==> config.mk <==
export PLATFORM = sky130hd
export DESIGN_NAME = intel_hex_record_loader
export DESIGN_NICKNAME = d
export VERILOG_FILES = /design/src/sv/ihx_pkg.sv /design/src/sv/ihx_ram.sv /design/src/sv/ihx_datapath.sv /design/src/sv/ihx_ctrl.sv /design/src/sv/intel_hex_record_loader.sv
export VERILOG_INCLUDE_DIRS = /design/src /design/src/sv
export SDC_FILE = /design/constraint.sdc
export NUM_CORES = 1
export LEC_CHECK = 0
export BUFFER_PORTS_ARGS = -buffer_cell sky130_fd_sc_hd__buf_2
export CORE_ASPECT_RATIO = 0.9
export CORE_UTILIZATION = 49
export CTS_CLUSTER_DIAMETER = 50
export DETAILED_ROUTE_END_ITERATION = 8
export PLACE_DENSITY_LB_ADDON = 0.1
export SKIP_LAST_GASP = 1
export SLEW_MARGIN = 10
export SYNTH_ARGS = -nofsm -noshare
export SYNTH_HDL_FRONTEND = slang
export SYNTH_SLANG_ARGS = --single-unit
==> constraint.sdc <==
create_clock -name clk_i -period 15 [get_ports clk_i]
set_clock_uncertainty 0.2 [all_clocks]
set_input_delay 3.75 -clock clk_i [delete_from_list [all_inputs] [get_ports clk_i]]
set_output_delay 3.75 -clock clk_i [all_outputs]
set_load 0.005 [all_outputs]
==> src/sv/intel_hex_record_loader_defines.svh <==
// ----------------------------------------------------------------------------
// Intel HEX record loader assertion macros
// Shared concurrent assertion forms used by the loader top level.
// ----------------------------------------------------------------------------
`ifndef INTEL_HEX_RECORD_LOADER_DEFINES_SVH
`define INTEL_HEX_RECORD_LOADER_DEFINES_SVH

// Implication checked on every rising clock edge outside reset.
`define IHX_ASSERT_IMP(label, clk, rst_n, ante, cons, msg) \
  label: assert property (@(posedge clk) disable iff (!rst_n) (ante) |-> (cons)) \
    else $error(msg);

// Next-cycle implication checked outside reset.
`define IHX_ASSERT_NEXT(label, clk, rst_n, ante, cons, msg) \
  label: assert property (@(posedge clk) disable iff (!rst_n) (ante) |=> (cons)) \
    else $error(msg);

`endif

==> src/sv/ihx_pkg.sv <==
// ----------------------------------------------------------------------------
// Intel HEX loader package
// Payload types, status codes, record types and command structs.
// ----------------------------------------------------------------------------
package ihx_pkg;

  localparam int unsigned MinLineChars = 11;

  typedef enum logic [2:0] {
    ST_OK        = 3'd0,
    ST_MALFORMED = 3'd1,
    ST_CHECKSUM  = 3'd2,
    ST_FLASH     = 3'd3,
    ST_EOF       = 3'd4
  } status_e;

  typedef enum logic [7:0] {
    REC_DATA = 8'h00,
    REC_EOF  = 8'h01,
    REC_ESA  = 8'h02,
    REC_SSA  = 8'h03,
    REC_ELA  = 8'h04,
    REC_SLA  = 8'h05
  } rec_type_e;

  typedef enum logic [0:0] {
    REG_FLASH_BASE = 1'b0,
    REG_FLASH_SIZE = 1'b1
  } reg_index_e;

  localparam logic [7:0] CharColon = 8'h3A;

  typedef struct packed {
    logic        req_type;
    logic [7:0]  char_code;
    logic        line_end;
    logic [14:0] line_total;
  } in_item_t;

  typedef struct packed {
    logic        item_kind;
    logic [31:0] byte_address;
    logic [7:0]  data_byte;
    logic [2:0]  status;
    logic [2:0]  record_kind;
    logic        eof_seen;
    logic [31:0] lowest_address;
    logic [31:0] highest_address;
    logic [14:0] lines_accepted;
    logic        last;
  } out_item_t;

  // Commands from the controller to the datapath.
  typedef struct packed {
    logic start;      // start request: clear bookkeeping
    logic take_char;  // absorb one character
    logic judge;      // evaluate the finished line
    logic load_data;  // load data-byte result for index
    logic load_stat;  // load the status result
    logic commit;     // apply line effects and clear line
  } dp_cmd_t;

  // Status from the datapath to the controller.
  typedef struct packed {
    logic emit_data;  // judged line emits data bytes
    logic last_byte;  // current byte index is the final one
  } dp_stat_t;

  function automatic logic [4:0] hex_value(input logic [7:0] c);
    logic [4:0] v;
    v = 5'h10;
    if (c >= 8'h30 && c <= 8'h39) v = {1'b0, c[3:0]};
    else if ((c >= 8'h41 && c <= 8'h46) || (c >= 8'h61 && c <= 8'h66))
      v = {1'b0, c[3:0] + 4'd9};
    return v;
  endfunction

endpackage

==> src/sv/ihx_ram.sv <==
// ----------------------------------------------------------------------------
// Generic RAM
// Single write port, one registered read port.
// ----------------------------------------------------------------------------
module ihx_ram #(
  parameter int unsigned Width = 8,
  parameter int unsigned Depth = 16
) (
  input  logic                     clk_i,
  input  logic                     we_i,
  input  logic [$clog2(Depth)-1:0] waddr_i,
  input  logic [Width-1:0]         wdata_i,
  input  logic [$clog2(Depth)-1:0] raddr_i,
  output logic [Width-1:0]         rdata_o
);
  logic [Width-1:0] mem_q [Depth];

  always_ff @(posedge clk_i) begin
    if (we_i) mem_q[waddr_i] <= wdata_i;
    rdata_o <= mem_q[raddr_i];
  end
endmodule

==> src/sv/ihx_datapath.sv <==
// ----------------------------------------------------------------------------
// Intel HEX loader datapath
// Character decoding, line bookkeeping, checks and result formation.
// ----------------------------------------------------------------------------
module ihx_datapath import ihx_pkg::*; #(
  parameter int unsigned MaxDataBytes = 16,
  parameter int unsigned MaxLineChars = 43
) (
  input  logic        clk_i,
  input  logic        rst_ni,
  input  in_item_t    in_i,
  input  dp_cmd_t     cmd_i,
  input  logic        cfg_we_i,
  input  logic        cfg_index_i,
  input  logic [31:0] cfg_data_i,
  output dp_stat_t    stat_o,
  output out_item_t   out_o
);
  localparam int unsigned CntW = $clog2(MaxLineChars + 2);
  localparam int unsigned IdxW = (MaxDataBytes > 1) ? $clog2(MaxDataBytes) : 1;
  localparam int unsigned PosW = (CntW > 10) ? CntW : 10;

  logic [31:0] flash_base_q, flash_size_q;
  logic [CntW-1:0] char_count_q, char_count_d;
  logic [3:0]  high_nibble_q;
  logic        pending_q, line_error_q;
  logic [7:0]  byte_sum_q;
  logic [31:0] header_q;
  logic [31:0] base_addr_q, min_addr_q;
  logic [32:0] max_addr_q;
  logic [14:0] line_index_q, expected_q;
  logic        eof_q;
  logic [7:0]  addr_hi_q, addr_lo_q;

  // Judgment registers.
  status_e     st_q;
  logic [2:0]  kind_q;
  logic [32:0] start_q;
  logic [7:0]  n_q;
  logic [IdxW:0] idx_q;
  // Set while the pending status answers a start request rather than a line.
  logic        start_stat_q;

  // Character decode.
  logic [4:0]      hv;
  logic [3:0]      nib;
  logic [7:0]      byte_v;
  logic [PosW-1:0] pos, bi;
  logic            is_hex;

  always_comb begin
    hv     = hex_value(in_i.char_code);
    is_hex = !hv[4];
    nib    = is_hex ? hv[3:0] : 4'd0;
    byte_v = {high_nibble_q, nib};
    pos    = PosW'(char_count_q);
    bi     = (pos - PosW'(2)) >> 1;
    char_count_d = char_count_q;
    if (char_count_q < CntW'(MaxLineChars + 1)) char_count_d = char_count_q + 1'b1;
  end

  logic byte_done;
  assign byte_done = cmd_i.take_char && (char_count_q != '0) &&
                     (pos < PosW'(MaxLineChars)) && pending_q;

  logic          ram_we;
  logic [IdxW-1:0] ram_waddr;
  logic [7:0]    ram_rdata;
  assign ram_we    = byte_done && (bi >= PosW'(4)) && (bi - PosW'(4) < PosW'(MaxDataBytes));
  assign ram_waddr = IdxW'(bi - PosW'(4));

  ihx_ram #(.Width(8), .Depth(MaxDataBytes)) u_ram (
    .clk_i   (clk_i),
    .we_i    (ram_we),
    .waddr_i (ram_waddr),
    .wdata_i (byte_v),
    .raddr_i (idx_q[IdxW-1:0]),
    .rdata_o (ram_rdata)
  );

  // Line judgment.
  logic [7:0]  n_w, type_w;
  logic [15:0] off_w;
  logic [32:0] start_w, end_w, limit_w, max_new;
  logic [10:0] want_len;
  status_e     st_w;

  always_comb begin
    n_w     = header_q[31:24];
    off_w   = header_q[23:8];
    type_w  = header_q[7:0];
    want_len = 11'(MinLineChars) + {2'b0, n_w, 1'b0};
    start_w = {1'b0, base_addr_q} + {17'b0, off_w};
    end_w   = start_w + {25'b0, n_w};
    limit_w = {1'b0, flash_base_q} + {1'b0, flash_size_q};
    max_new = (end_w > max_addr_q) ? end_w : max_addr_q;
    if (char_count_q < CntW'(MinLineChars) || line_error_q ||
        n_w > 8'(MaxDataBytes) || 11'(char_count_q) != want_len || type_w > 8'd5)
      st_w = ST_MALFORMED;
    else if (byte_sum_q != 8'd0)
      st_w = ST_CHECKSUM;
    else if (type_w == REC_DATA)
      st_w = (max_new > limit_w) ? ST_FLASH : ST_OK;
    else if (type_w == REC_EOF)
      st_w = (expected_q == 15'd0 || line_index_q != expected_q - 15'd1) ? ST_EOF : ST_OK;
    else
      st_w = ST_OK;
  end

  assign stat_o.emit_data = (st_q == ST_OK) && (kind_q == 3'd0) && (n_q != 8'd0);
  assign stat_o.last_byte = (9'(idx_q) + 9'd1) >= {1'b0, n_q};

  // Only an accepted line advances the counter; a start status never does.
  logic        line_ok;
  logic [15:0] addr_v;
  assign line_ok = (st_q == ST_OK) && !start_stat_q;
  assign addr_v  = {(n_q > 8'd0) ? addr_hi_q : 8'd0, (n_q > 8'd1) ? addr_lo_q : 8'd0};

  always_ff @(posedge clk_i or negedge rst_ni) begin
    if (!rst_ni) begin
      flash_base_q <= '0;
      flash_size_q <= '0;
      char_count_q <= '0;
      high_nibble_q <= '0;
      pending_q    <= 1'b0;
      line_error_q <= 1'b0;
      byte_sum_q   <= '0;
      header_q     <= '0;
      base_addr_q  <= '0;
      min_addr_q   <= '1;
      max_addr_q   <= '0;
      line_index_q <= '0;
      expected_q   <= '0;
      eof_q        <= 1'b0;
      addr_hi_q    <= '0;
      addr_lo_q    <= '0;
      st_q         <= ST_OK;
      kind_q       <= '0;
      start_q      <= '0;
      n_q          <= '0;
      idx_q        <= '0;
      start_stat_q <= 1'b0;
      out_o        <= '0;
    end else begin
      if (cfg_we_i) begin
        unique case (reg_index_e'(cfg_index_i))
          REG_FLASH_BASE: flash_base_q <= cfg_data_i;
          REG_FLASH_SIZE: flash_size_q <= cfg_data_i;
          default: ;
        endcase
      end
      if (cmd_i.start) begin
        base_addr_q  <= '0;
        min_addr_q   <= '1;
        max_addr_q   <= '0;
        line_index_q <= '0;
        eof_q        <= 1'b0;
        expected_q   <= in_i.line_total;
        char_count_q <= '0;
        high_nibble_q <= '0;
        pending_q    <= 1'b0;
        line_error_q <= 1'b0;
        byte_sum_q   <= '0;
        header_q     <= '0;
        addr_hi_q    <= '0;
        addr_lo_q    <= '0;
        st_q         <= ST_OK;
        kind_q       <= '0;
        start_stat_q <= 1'b1;
      end
      if (cmd_i.take_char) begin
        char_count_q <= char_count_d;
        if (char_count_q == '0) begin
          if (in_i.char_code != CharColon) line_error_q <= 1'b1;
        end else if (pos >= PosW'(MaxLineChars)) begin
          line_error_q <= 1'b1;
        end else begin
          if (!is_hex) line_error_q <= 1'b1;
          if (!pending_q) begin
            high_nibble_q <= nib;
            pending_q     <= 1'b1;
          end else begin
            pending_q  <= 1'b0;
            byte_sum_q <= byte_sum_q + byte_v;
            if (bi < PosW'(4)) begin
              header_q <= header_q | ({24'b0, byte_v} << (5'd8 * (5'd3 - 5'(bi))));
            end else if (bi == PosW'(4)) begin
              addr_hi_q <= byte_v;
            end else if (bi == PosW'(5) && MaxDataBytes > 1) begin
              addr_lo_q <= byte_v;
            end
          end
        end
      end
      if (cmd_i.judge) begin
        st_q    <= st_w;
        kind_q  <= (type_w <= 8'd5) ? type_w[2:0] : 3'd0;
        start_q <= start_w;
        n_q     <= n_w;
        idx_q   <= '0;
        start_stat_q <= 1'b0;
        if (st_w != ST_MALFORMED && st_w != ST_CHECKSUM && type_w == REC_DATA) begin
          max_addr_q <= max_new;
          if (start_w < {1'b0, min_addr_q}) min_addr_q <= start_w[31:0];
        end
      end
      if (cmd_i.load_data) begin
        out_o.item_kind       <= 1'b0;
        out_o.byte_address    <= start_q[31:0] + 32'(idx_q);
        out_o.data_byte       <= ram_rdata;
        out_o.status          <= ST_OK;
        out_o.record_kind     <= '0;
        out_o.eof_seen        <= 1'b0;
        out_o.lowest_address  <= '0;
        out_o.highest_address <= '0;
        out_o.lines_accepted  <= '0;
        out_o.last            <= 1'b0;
        idx_q <= idx_q + 1'b1;
      end
      if (cmd_i.commit) begin
        if (line_ok) begin
          line_index_q <= line_index_q + 15'd1;
          if (kind_q == 3'd1) eof_q <= 1'b1;
          if (kind_q == 3'd2 || kind_q == 3'd4) begin
            base_addr_q <= (kind_q == 3'd2) ? {12'b0, addr_v, 4'b0} : {addr_v, 16'b0};
          end
        end
        char_count_q <= '0;
        high_nibble_q <= '0;
        pending_q    <= 1'b0;
        line_error_q <= 1'b0;
        byte_sum_q   <= '0;
        header_q     <= '0;
        addr_hi_q    <= '0;
        addr_lo_q    <= '0;
      end
      if (cmd_i.load_stat) begin
        out_o.item_kind       <= 1'b1;
        out_o.byte_address    <= '0;
        out_o.data_byte       <= '0;
        out_o.status          <= st_q;
        out_o.record_kind     <= kind_q;
        out_o.eof_seen        <= eof_q || (line_ok && kind_q == 3'd1);
        out_o.lowest_address  <= min_addr_q;
        out_o.highest_address <= max_addr_q[32] ? 32'hFFFF_FFFF : max_addr_q[31:0];
        out_o.lines_accepted  <= line_ok ? line_index_q + 15'd1 : line_index_q;
        out_o.last            <= 1'b1;
      end
    end
  end
endmodule

==> src/sv/ihx_ctrl.sv <==
// ----------------------------------------------------------------------------
// Intel HEX loader controller
// Sequences character intake, line judgment and result transfers.
// ----------------------------------------------------------------------------
module ihx_ctrl import ihx_pkg::*; (
  input  logic     clk_i,
  input  logic     rst_ni,
  input  logic     in_valid_i,
  input  in_item_t in_i,
  output logic     in_ready_o,
  output logic     out_valid_o,
  input  logic     out_ready_i,
  input  dp_stat_t stat_i,
  output dp_cmd_t  cmd_o
);
  typedef enum logic [4:0] {
    S_IDLE  = 5'b00001,
    S_JUDGE = 5'b00010,
    S_READ  = 5'b00100,
    S_DATA  = 5'b01000,
    S_STAT  = 5'b10000
  } state_e;

  state_e state_q, state_d;
  logic   valid_q, valid_d;
  logic   fire, out_free;

  assign out_free    = !valid_q || out_ready_i;
  assign in_ready_o  = (state_q == S_IDLE);
  assign fire        = in_valid_i && in_ready_o;
  assign out_valid_o = valid_q;

  always_comb begin
    cmd_o   = '0;
    state_d = state_q;
    valid_d = valid_q && !out_ready_i;
    unique case (state_q)
      S_IDLE: begin
        if (fire) begin
          if (in_i.req_type) begin
            cmd_o.start     = 1'b1;
            state_d         = S_STAT;
          end else begin
            cmd_o.take_char = 1'b1;
            if (in_i.line_end) state_d = S_JUDGE;
          end
        end
      end
      S_JUDGE: begin
        cmd_o.judge = 1'b1;
        state_d     = S_READ;
      end
      S_READ: begin
        state_d = stat_i.emit_data ? S_DATA : S_STAT;
      end
      S_DATA: begin
        if (out_free) begin
          cmd_o.load_data = 1'b1;
          valid_d         = 1'b1;
          state_d         = stat_i.last_byte ? S_STAT : S_READ;
        end
      end
      S_STAT: begin
        if (out_free) begin
          cmd_o.load_stat = 1'b1;
          cmd_o.commit    = 1'b1;
          valid_d         = 1'b1;
          state_d         = S_IDLE;
        end
      end
      default: state_d = S_IDLE;
    endcase
  end

  always_ff @(posedge clk_i or negedge rst_ni) begin
    if (!rst_ni) begin
      state_q <= S_IDLE;
      valid_q <= 1'b0;
    end else begin
      state_q <= state_d;
      valid_q <= valid_d;
    end
  end
endmodule

==> src/sv/intel_hex_record_loader.sv <==
// ----------------------------------------------------------------------------
// Intel HEX record loader
// Parses Intel HEX text a character at a time and emits data bytes and status.
// ----------------------------------------------------------------------------
// Characters are taken only while the controller is idle. A character that ends a
// line is followed by a judgment state and a read of the line buffer RAM.
// A data line then alternates output loads with reads of the next byte until
// its last data byte and ends with the status load; any other line goes from the
// read straight to the status load. The single registered read port of the
// line buffer sets this order. A start request answers with one status
// transfer, loaded from the status state that follows it. The output
// register decouples the sides: a waiting result stalls only the next load,
// and each load waits for it to free up.
// Configuration writes land at once and must occur while the block is idle.
// Status results carry the bookkeeping state after the line; status values
// are ok, malformed, checksum bad, beyond flash and misplaced end of file.
`include "intel_hex_record_loader_defines.svh"
module intel_hex_record_loader import ihx_pkg::*; #(
  parameter int unsigned MaxDataBytes = 16,
  parameter int unsigned MaxLineChars = 43
) (
  input  logic        clk_i,
  input  logic        rst_ni,
  input  logic        in_valid_i,
  output logic        in_ready_o,
  input  in_item_t    in_data_i,
  output logic        out_valid_o,
  input  logic        out_ready_i,
  output out_item_t   out_data_o,
  input  logic        cfg_we_i,
  input  logic        cfg_index_i,
  input  logic [31:0] cfg_data_i
);
  dp_cmd_t  cmd;
  dp_stat_t stat;

  // The controller sequences each transfer; the datapath holds the line and bookkeeping state.
  ihx_ctrl u_ctrl (
    .clk_i       (clk_i),
    .rst_ni      (rst_ni),
    .in_valid_i  (in_valid_i),
    .in_i        (in_data_i),
    .in_ready_o  (in_ready_o),
    .out_valid_o (out_valid_o),
    .out_ready_i (out_ready_i),
    .stat_i      (stat),
    .cmd_o       (cmd)
  );

  ihx_datapath #(.MaxDataBytes(MaxDataBytes), .MaxLineChars(MaxLineChars)) u_dp (
    .clk_i       (clk_i),
    .rst_ni      (rst_ni),
    .in_i        (in_data_i),
    .cmd_i       (cmd),
    .cfg_we_i    (cfg_we_i),
    .cfg_index_i (cfg_index_i),
    .cfg_data_i  (cfg_data_i),
    .stat_o      (stat),
    .out_o       (out_data_o)
  );

  // A status result always marks the end of its run, and data results never do.
  `IHX_ASSERT_IMP(a_last_kind, clk_i, rst_ni, out_valid_o, out_data_o.last == out_data_o.item_kind, "last flag disagrees with item kind")
  // Data bytes are only produced for successful lines.
  `IHX_ASSERT_IMP(a_data_ok, clk_i, rst_ni, out_valid_o && !out_data_o.item_kind, out_data_o.status == ST_OK, "data result with error status")
  // A status load is never lost: it becomes a valid status result on the output.
  `IHX_ASSERT_NEXT(a_load_ready, clk_i, rst_ni, cmd.load_stat, out_valid_o && out_data_o.item_kind, "status load lost")
endmodule
After elaboration in Yosys (flattened, before gate mapping):

Memories as Yosys holds them, arrays and structs flattened. A register that Yosys moved wholly into a read port is not among the register bits.
Index checks and enable logic that the tools add are counted.

* register bits after elaboration: 446
* bits in latches: 0
* memory bits (writable): 128
* bits in read-only memories: 0
* input port bits: 63
* output and inout port bits: 130
* memories kept: 1

Memories
* u_dp.u_ram.mem_q: words 16, bits a word 8, rd ports 1, clocked after Yosys merged registers in 1, wr ports 1, RTL line ihx_ram.sv:16 `logic [Width-1:0] mem_q [Depth];`

* add/sub/neg operators: 15
* multiply operators: 0
* divide/modulo/power cells: 0
* $lt $le $gt $ge: 22
* equal/unequal tests: 21
* shifts and indexed selects: 1
* multiplexer cells: 117
* bitwise logic cells: 2
* reductions and logical operators: 45

Operators with widths (number)
* $mux 32: 17
* $mux 128: 2
* $mux 8: 25
* $mux 33: 4
* $gt 33x33->1: 2
* $mux 15: 4
* $mux 5: 11
* $add 32x16->33: 1
* $add 32x32->33: 1
* $add 33x8->33: 1
* $lt 33x32->1: 1
* $add 32x5->32: 1
* $or 32x32->32: 1
* $shl 8x5->32: 1
* $mux 1: 28
* $mux 4: 7
* $mux 3: 9
* $pmux 5 s5: 1
* $mux 6: 4
* $eq 9x3->1 const B: 2
* $ge 8x7->1 const B: 2
* $gt 8x1->1 const B: 2
* $le 8x7->1 const B: 2
* $logic_and 1x1->1: 16
* other kinds (55): 78

Logic depth before layout (Yosys ltp):

* depth in word-level cells: 14
* gate-level depth with buffers: 43

Hierarchy:

A second synthesis with hierarchy kept.

* cell total of the unflattened synthesis: 3011
* area, all modules: 31754.2 µm²

Modules (own cells, without submodules)
* ihx_datapath: instances 1, cells each 2734, area each 26168.8 µm², sequential area each 11025.6 µm²
* ihx_ram: instances 1, cells each 229, area each 5147.4 µm², sequential area each 4003.8 µm²
* ihx_ctrl: instances 1, cells each 48, area each 437.9 µm², sequential area each 151.4 µm²

Worst setup path before layout:

Ideal clock, no wire load.

* path type: register to register
* start point: reg u_dp.base_addr_q[0]
* end point: reg u_dp.st_q[1]
* data arrival time: 7.483 ns
* data required time: 14.712 ns
* setup slack: 7.229 ns
* stages on the path, launching flop included: 42
* path buffers: 4
* period minus slack after synthesis: 7.771 ns
* path through: dfrtp_1 -> ha_1 -> inv_1 -> fa_1 -> nor2b_1 -> o2111a_1 -> nor3_1 -> xor2_1 -> inv_1 -> ha_1 -> o21a_1 -> nor2_1 -> nor4_1 -> and3_1 -> and3_1 -> buf_2 -> nand4_1 -> xnor2_1 -> (+6 left out) -> a31o_2 -> nand2_1 -> clkbuf_1 -> clkbuf_1 -> clkbuf_1 -> nand2_1 -> o21ai_0 -> ha_1 -> nand4_1 -> nor4_1 -> a21oi_1 -> o211ai_1 -> a21oi_1 -> nor3_1 -> o21ai_0 -> o211ai_1 -> nand3_1 -> a41oi_1

* word-level cells in the longest chain between the ends: 10

Ends and longest elaborated chain
* start, declared: RTL line ihx_datapath.sv:29 `logic [31:0] base_addr_q, min_addr_q;`
* start signal, assigned: RTL line ihx_datapath.sv:225 `base_addr_q <= (kind_q == 3'd2) ? {12'b0, addr_v, 4'b0} : {addr_v, 16'b0};`
* $add 32x16->33 (*): RTL line ihx_datapath.sv:93 `start_w = {1'b0, base_addr_q} + {17'b0, off_w};`
* named net u_dp.start_w[6]: RTL line ihx_datapath.sv:84 `logic [32:0] start_w, end_w, limit_w, max_new;`
* $add 33x8->33 (*): RTL line ihx_datapath.sv:94 `end_w = start_w + {25'b0, n_w};`
* $gt 33x33->1: RTL line ihx_datapath.sv:96 `max_new = (end_w > max_addr_q) ? end_w : max_addr_q;`
* $mux 33 (*): RTL line ihx_datapath.sv:96
* $gt 33x33->1 (*): RTL line ihx_datapath.sv:103 `st_w = (max_new > limit_w) ? ST_FLASH : ST_OK;`
* $mux 2 (*): RTL line ihx_datapath.sv:103
* $mux 3 (*): RTL line ihx_datapath.sv:102 `else if (type_w == REC_DATA)`
* $mux 3 (*): RTL line ihx_datapath.sv:100 `else if (byte_sum_q != 8'd0)`
* $mux 3 (*): RTL line ihx_datapath.sv:97 `if (char_count_q < CntW'(MinLineChars) || line_error_q ||`
* $mux 3 (*): RTL line ihx_datapath.sv:195 `if (cmd_i.judge) begin`
* end signal, assigned: RTL line ihx_datapath.sv:196 `st_q <= st_w;`
* end, declared: RTL line ihx_datapath.sv:36 `status_e st_q;`

Mark *: on every way through the listed nets, which the timed path passes. The rest lies on a longest branch.
A chain may end at the register's enable or synchronous reset.

Worst setup path after layout:

Same ends and word-level chain as after synthesis.

==> results.toml <==
[route]
vias = 24500
route.detailed.drc = 0
drtIter0Drc = 1700
wl_per_cell_um = 20.4
firstDrtPassIters = 6
final_antenna_net_count = 0
viasPerCell = 5.84
postRouteWirelength_um = 85700

[final_layout]
fill_cells = 5518
utilization = 0.565
reg_top3 = "u_dp.u_ram.mem_q (128), u_dp.out_o (127), u_dp.max_addr_q (33)"
regMostFlops = "u_dp.u_ram.mem_q"
area_growth_pct = 13.0
nets = 3545
largest_reg_flops = 128
antenna_cells = 0
final_cells = 4191
drive_gt1_frac = 0.158

[clocking]
cts_root_buf = "clkbuf_16"
numCtsBuffers = 72
clock_latency_ns = 0.61
h-tree-depth = 3
cts-hold-fix-buffers = 0
clk_pin_slew_ns = 0.06
cts.sinks = 581
cts_tree = "built"
postCtsResizedCells = 0
ctsLongestPathBuffers = 3
post_cts_buffers = 0

[critical_path]
worst_ep_required_time_ns = 15.32
endpoint_kind = "flop"
slowest_delay_ns = 0.52
path_common_cell = "ha_1"
worstSetupPathType = "reg -> reg"
rrSetupSlack_ns = 5.65
cp_data_arrival_time_ns = 9.66
slowest_stage = "nor4_1"
worstPathMaxFanout = 30
worstSetupStartpointType = "flop"

[timing]
fin_crit_sh = 0.623
rsz0062_at_grt = "no"
slew_viol_final = 0
tns_ns = 0
setup_viol = 0
maxSlewHeadroom = 0.144
period_needed_ns = 9.35
worstMarginPinSlew_ns = 1.28
finalHoldViolCount = 0
max_freq_mhz = 107

[global_route]
grt_usage = 0.262
grt_max_degree = 111
grt_pass1_wl_um = 136000
first_global_vias = 23900
gr-total-overflow = 0
antenna_found_initial = 0

[logic_synthesis]
postSynthAreaPerCell_um2 = 10.0
synth_fp_nets = 3407
async_flop_share = 0.766
synth_cells = 3151
yosysWarnings = 0
synth.distinct_cells = 85
ys_ff_latch = 581
syn_area_mm2 = 0.0316
synth_enable_flop_cells = 128
yosysSeqAreaShare = 0.480
ys.flop_type = "dfrtp_1"

[floorplan]
die_h_um = 243
initial_core_util = 0.500
std_cell_rows = 87
num_io_pins = 193
coreArea_mm2 = 0.0632
die_area_mm2 = 0.0655
die_w_um = 270

[min_path]
hp-class = "reg -> reg"

[placed_design]
dp_cells = 4060
place.gp.congestion = 0.914
dpl.hpwl_um = 61400
io_buffers = 192

[status]
outcome = "finished, final reports clean"

[pwr]
power_density_mw_per_mm2 = 135
peakVddDrop_mv = 0.0960
p_leak_nw = 16.5

[run]
maxCapViolCount = 0
## stage by stage
stage,cell area (um^2),hold slack [ns],total power [mW],worst slack (ns)
2_1_floorplan,31600,0.210,2.65,7.23
3_3_place_gp,33300,0.226,3.03,5.94
3_5_place_dp,33300,0.236,3.06,5.81
4_1_cts,35700,0.250,4.83,5.74
5_1_grt,35700,0.266,5.04,5.05
6_report,35700,0.242,4.80,5.65
## logic make-up after synthesis
kind of cell,synth area share
adder cells (fa/ha/maj),0.0776
multiplexers,0.0687
buffers and inverters,0.0389
AND/OR/NAND/NOR,0.150
AO/OA/AOI/OAI,0.139
flip-flops,0.480
XOR/XNOR,0.0455
## power by group
part	switching (mW)	internal, mW
logic	0.662	0.428
registers	0.155	1.80
clock network	0.697	1.07
## cells in the mapped netlist (all sizes together), types with 7 or more instances
library cell | number | area, um^2
nand4 | 41 | 263
ha | 188 | 2350
buf | 30 | 141
a22oi | 28 | 210
dfstp | 33 | 867
or3 | 10 | 62.6
o21a | 12 | 90.1
and3 | 37 | 236
mux2 | 103 | 1160
nor3b | 7 | 62.6
a21oi | 153 | 766
clkbuf | 129 | 484
mux4 | 16 | 360
mux2i | 65 | 651
a211oi | 11 | 82.6
dfxtp | 8 | 160
nand2 | 331 | 1240
nor3 | 44 | 225
xor2 | 70 | 613
o21ai | 277 | 1390
a22o | 35 | 307
a221oi | 11 | 96.3
nand2b | 20 | 125
o31ai | 10 | 75.1
a31oi | 69 | 438
edfxtp | 128 | 3840
nor4 | 17 | 121
inv | 156 | 586
and2 | 24 | 150
o21bai | 11 | 82.6
o211ai | 11 | 82.6
a21o | 56 | 420
nor2 | 220 | 826
and4 | 15 | 131
dfrtp | 412 | 10300
xnor2 | 90 | 826
nor2b | 24 | 150
nand3 | 174 | 881
or2 | 8 | 50.1
a21boi | 7 | 52.6
## layout by cell type (no fill, tap or decap), types with 11 or more instances in the layout
master     netlist  layout
nor3_1          43      43
mux4_2          16      16
a22o_1          35      35
o21ai_1         12      12
inv_1          155     155
and4_1          15      15
nand2b_1        20      20
and3_1          36      34
dfstp_2         33      33
a31oi_1         68      68
nand4_1         40      40
o21bai_1        11      11
dfrtp_1        412     411
nand2_1        331     330
mux2i_1         65      65
nor2b_1         24      24
o21ai_0        264     264
buf_4            3      31
nor2_1         220     220
ha_1           188     188
clkbuf_8         0      11
nor4_1          16      14
a211oi_1        11      11
xnor2_1         85      85
clkbuf_16        0      75
edfxtp_1       128     128
xor2_1          70      70
o211ai_1        11      11
buf_2            8     191
clkinv_2         0      11
mux2_2         103     103
and2_1          24      24
o21a_1          12      12
a21oi_1        153     153
nand3_1        172     170
a22oi_1         28      28
a21o_1          56      56
a221oi_1        11      11
clkbuf_1       129      17
## per-layer routing
layer | GRT usage | part of all wire | up-vias
met2 | 0.399 | 0.44 | 699
met3 | 0.0430 | 0.054 | 109
met4 | 0.0577 | 0.018 | 0
li1 | - | - | 11600
met5 | 0 | 0 | -
met1 | 0.391 | 0.48 | 12100
## worst max-delay path, delay by kind of cell (launching register included)
kind / cells / cell delay (ns)
flops: 1 / 0.38
fa+ha+maj: 5 / 1.42
compound gates: 11 / 2.21
simple gates: 14 / 3.31
mux: 1 / 0.41
buf+inv: 4 / 0.74
xor+xnor: 2 / 0.58
## area by class of cell
cell class | count | area (um^2) | area share
Sequential cell | 581 | 15200 | 0.425
Inverter | 157 | 603 | 0.0169
Timing Repair Buffer | 223 | 1200 | 0.0337
Clock buffer | 103 | 2090 | 0.0586
Multi-Input combinational cell | 2254 | 15300 | 0.427
Clock inverter | 28 | 330 | 0.00925
Tap cell | 845 | 1060 | 0.0296
## path summary, 6_finish.rpt
check                                                   start                              to  cells after the start
worst max-delay path            u_dp.base_addr_q[0]$_DFF_PN0_        u_dp.st_q[1]$_DFFE_PN0P_                     37
worst min-delay path            u_dp.u_ram.rdata_o[6]$_DFF_P_      u_dp.out_o[93]$_DFFE_PN0P_                      2
worst max register to register  u_dp.base_addr_q[0]$_DFF_PN0_        u_dp.st_q[1]$_DFFE_PN0P_                     37
worst min register to register  u_dp.u_ram.rdata_o[6]$_DFF_P_      u_dp.out_o[93]$_DFFE_PN0P_                      2
max in group asynchronous                              rst_ni   u_dp.max_addr_q[28]$_DFF_PN0_                      3
min in group asynchronous                              rst_ni  u_dp.expected_q[2]$_DFFE_PN0P_                      1
Power figures use the tool's default switching activity.
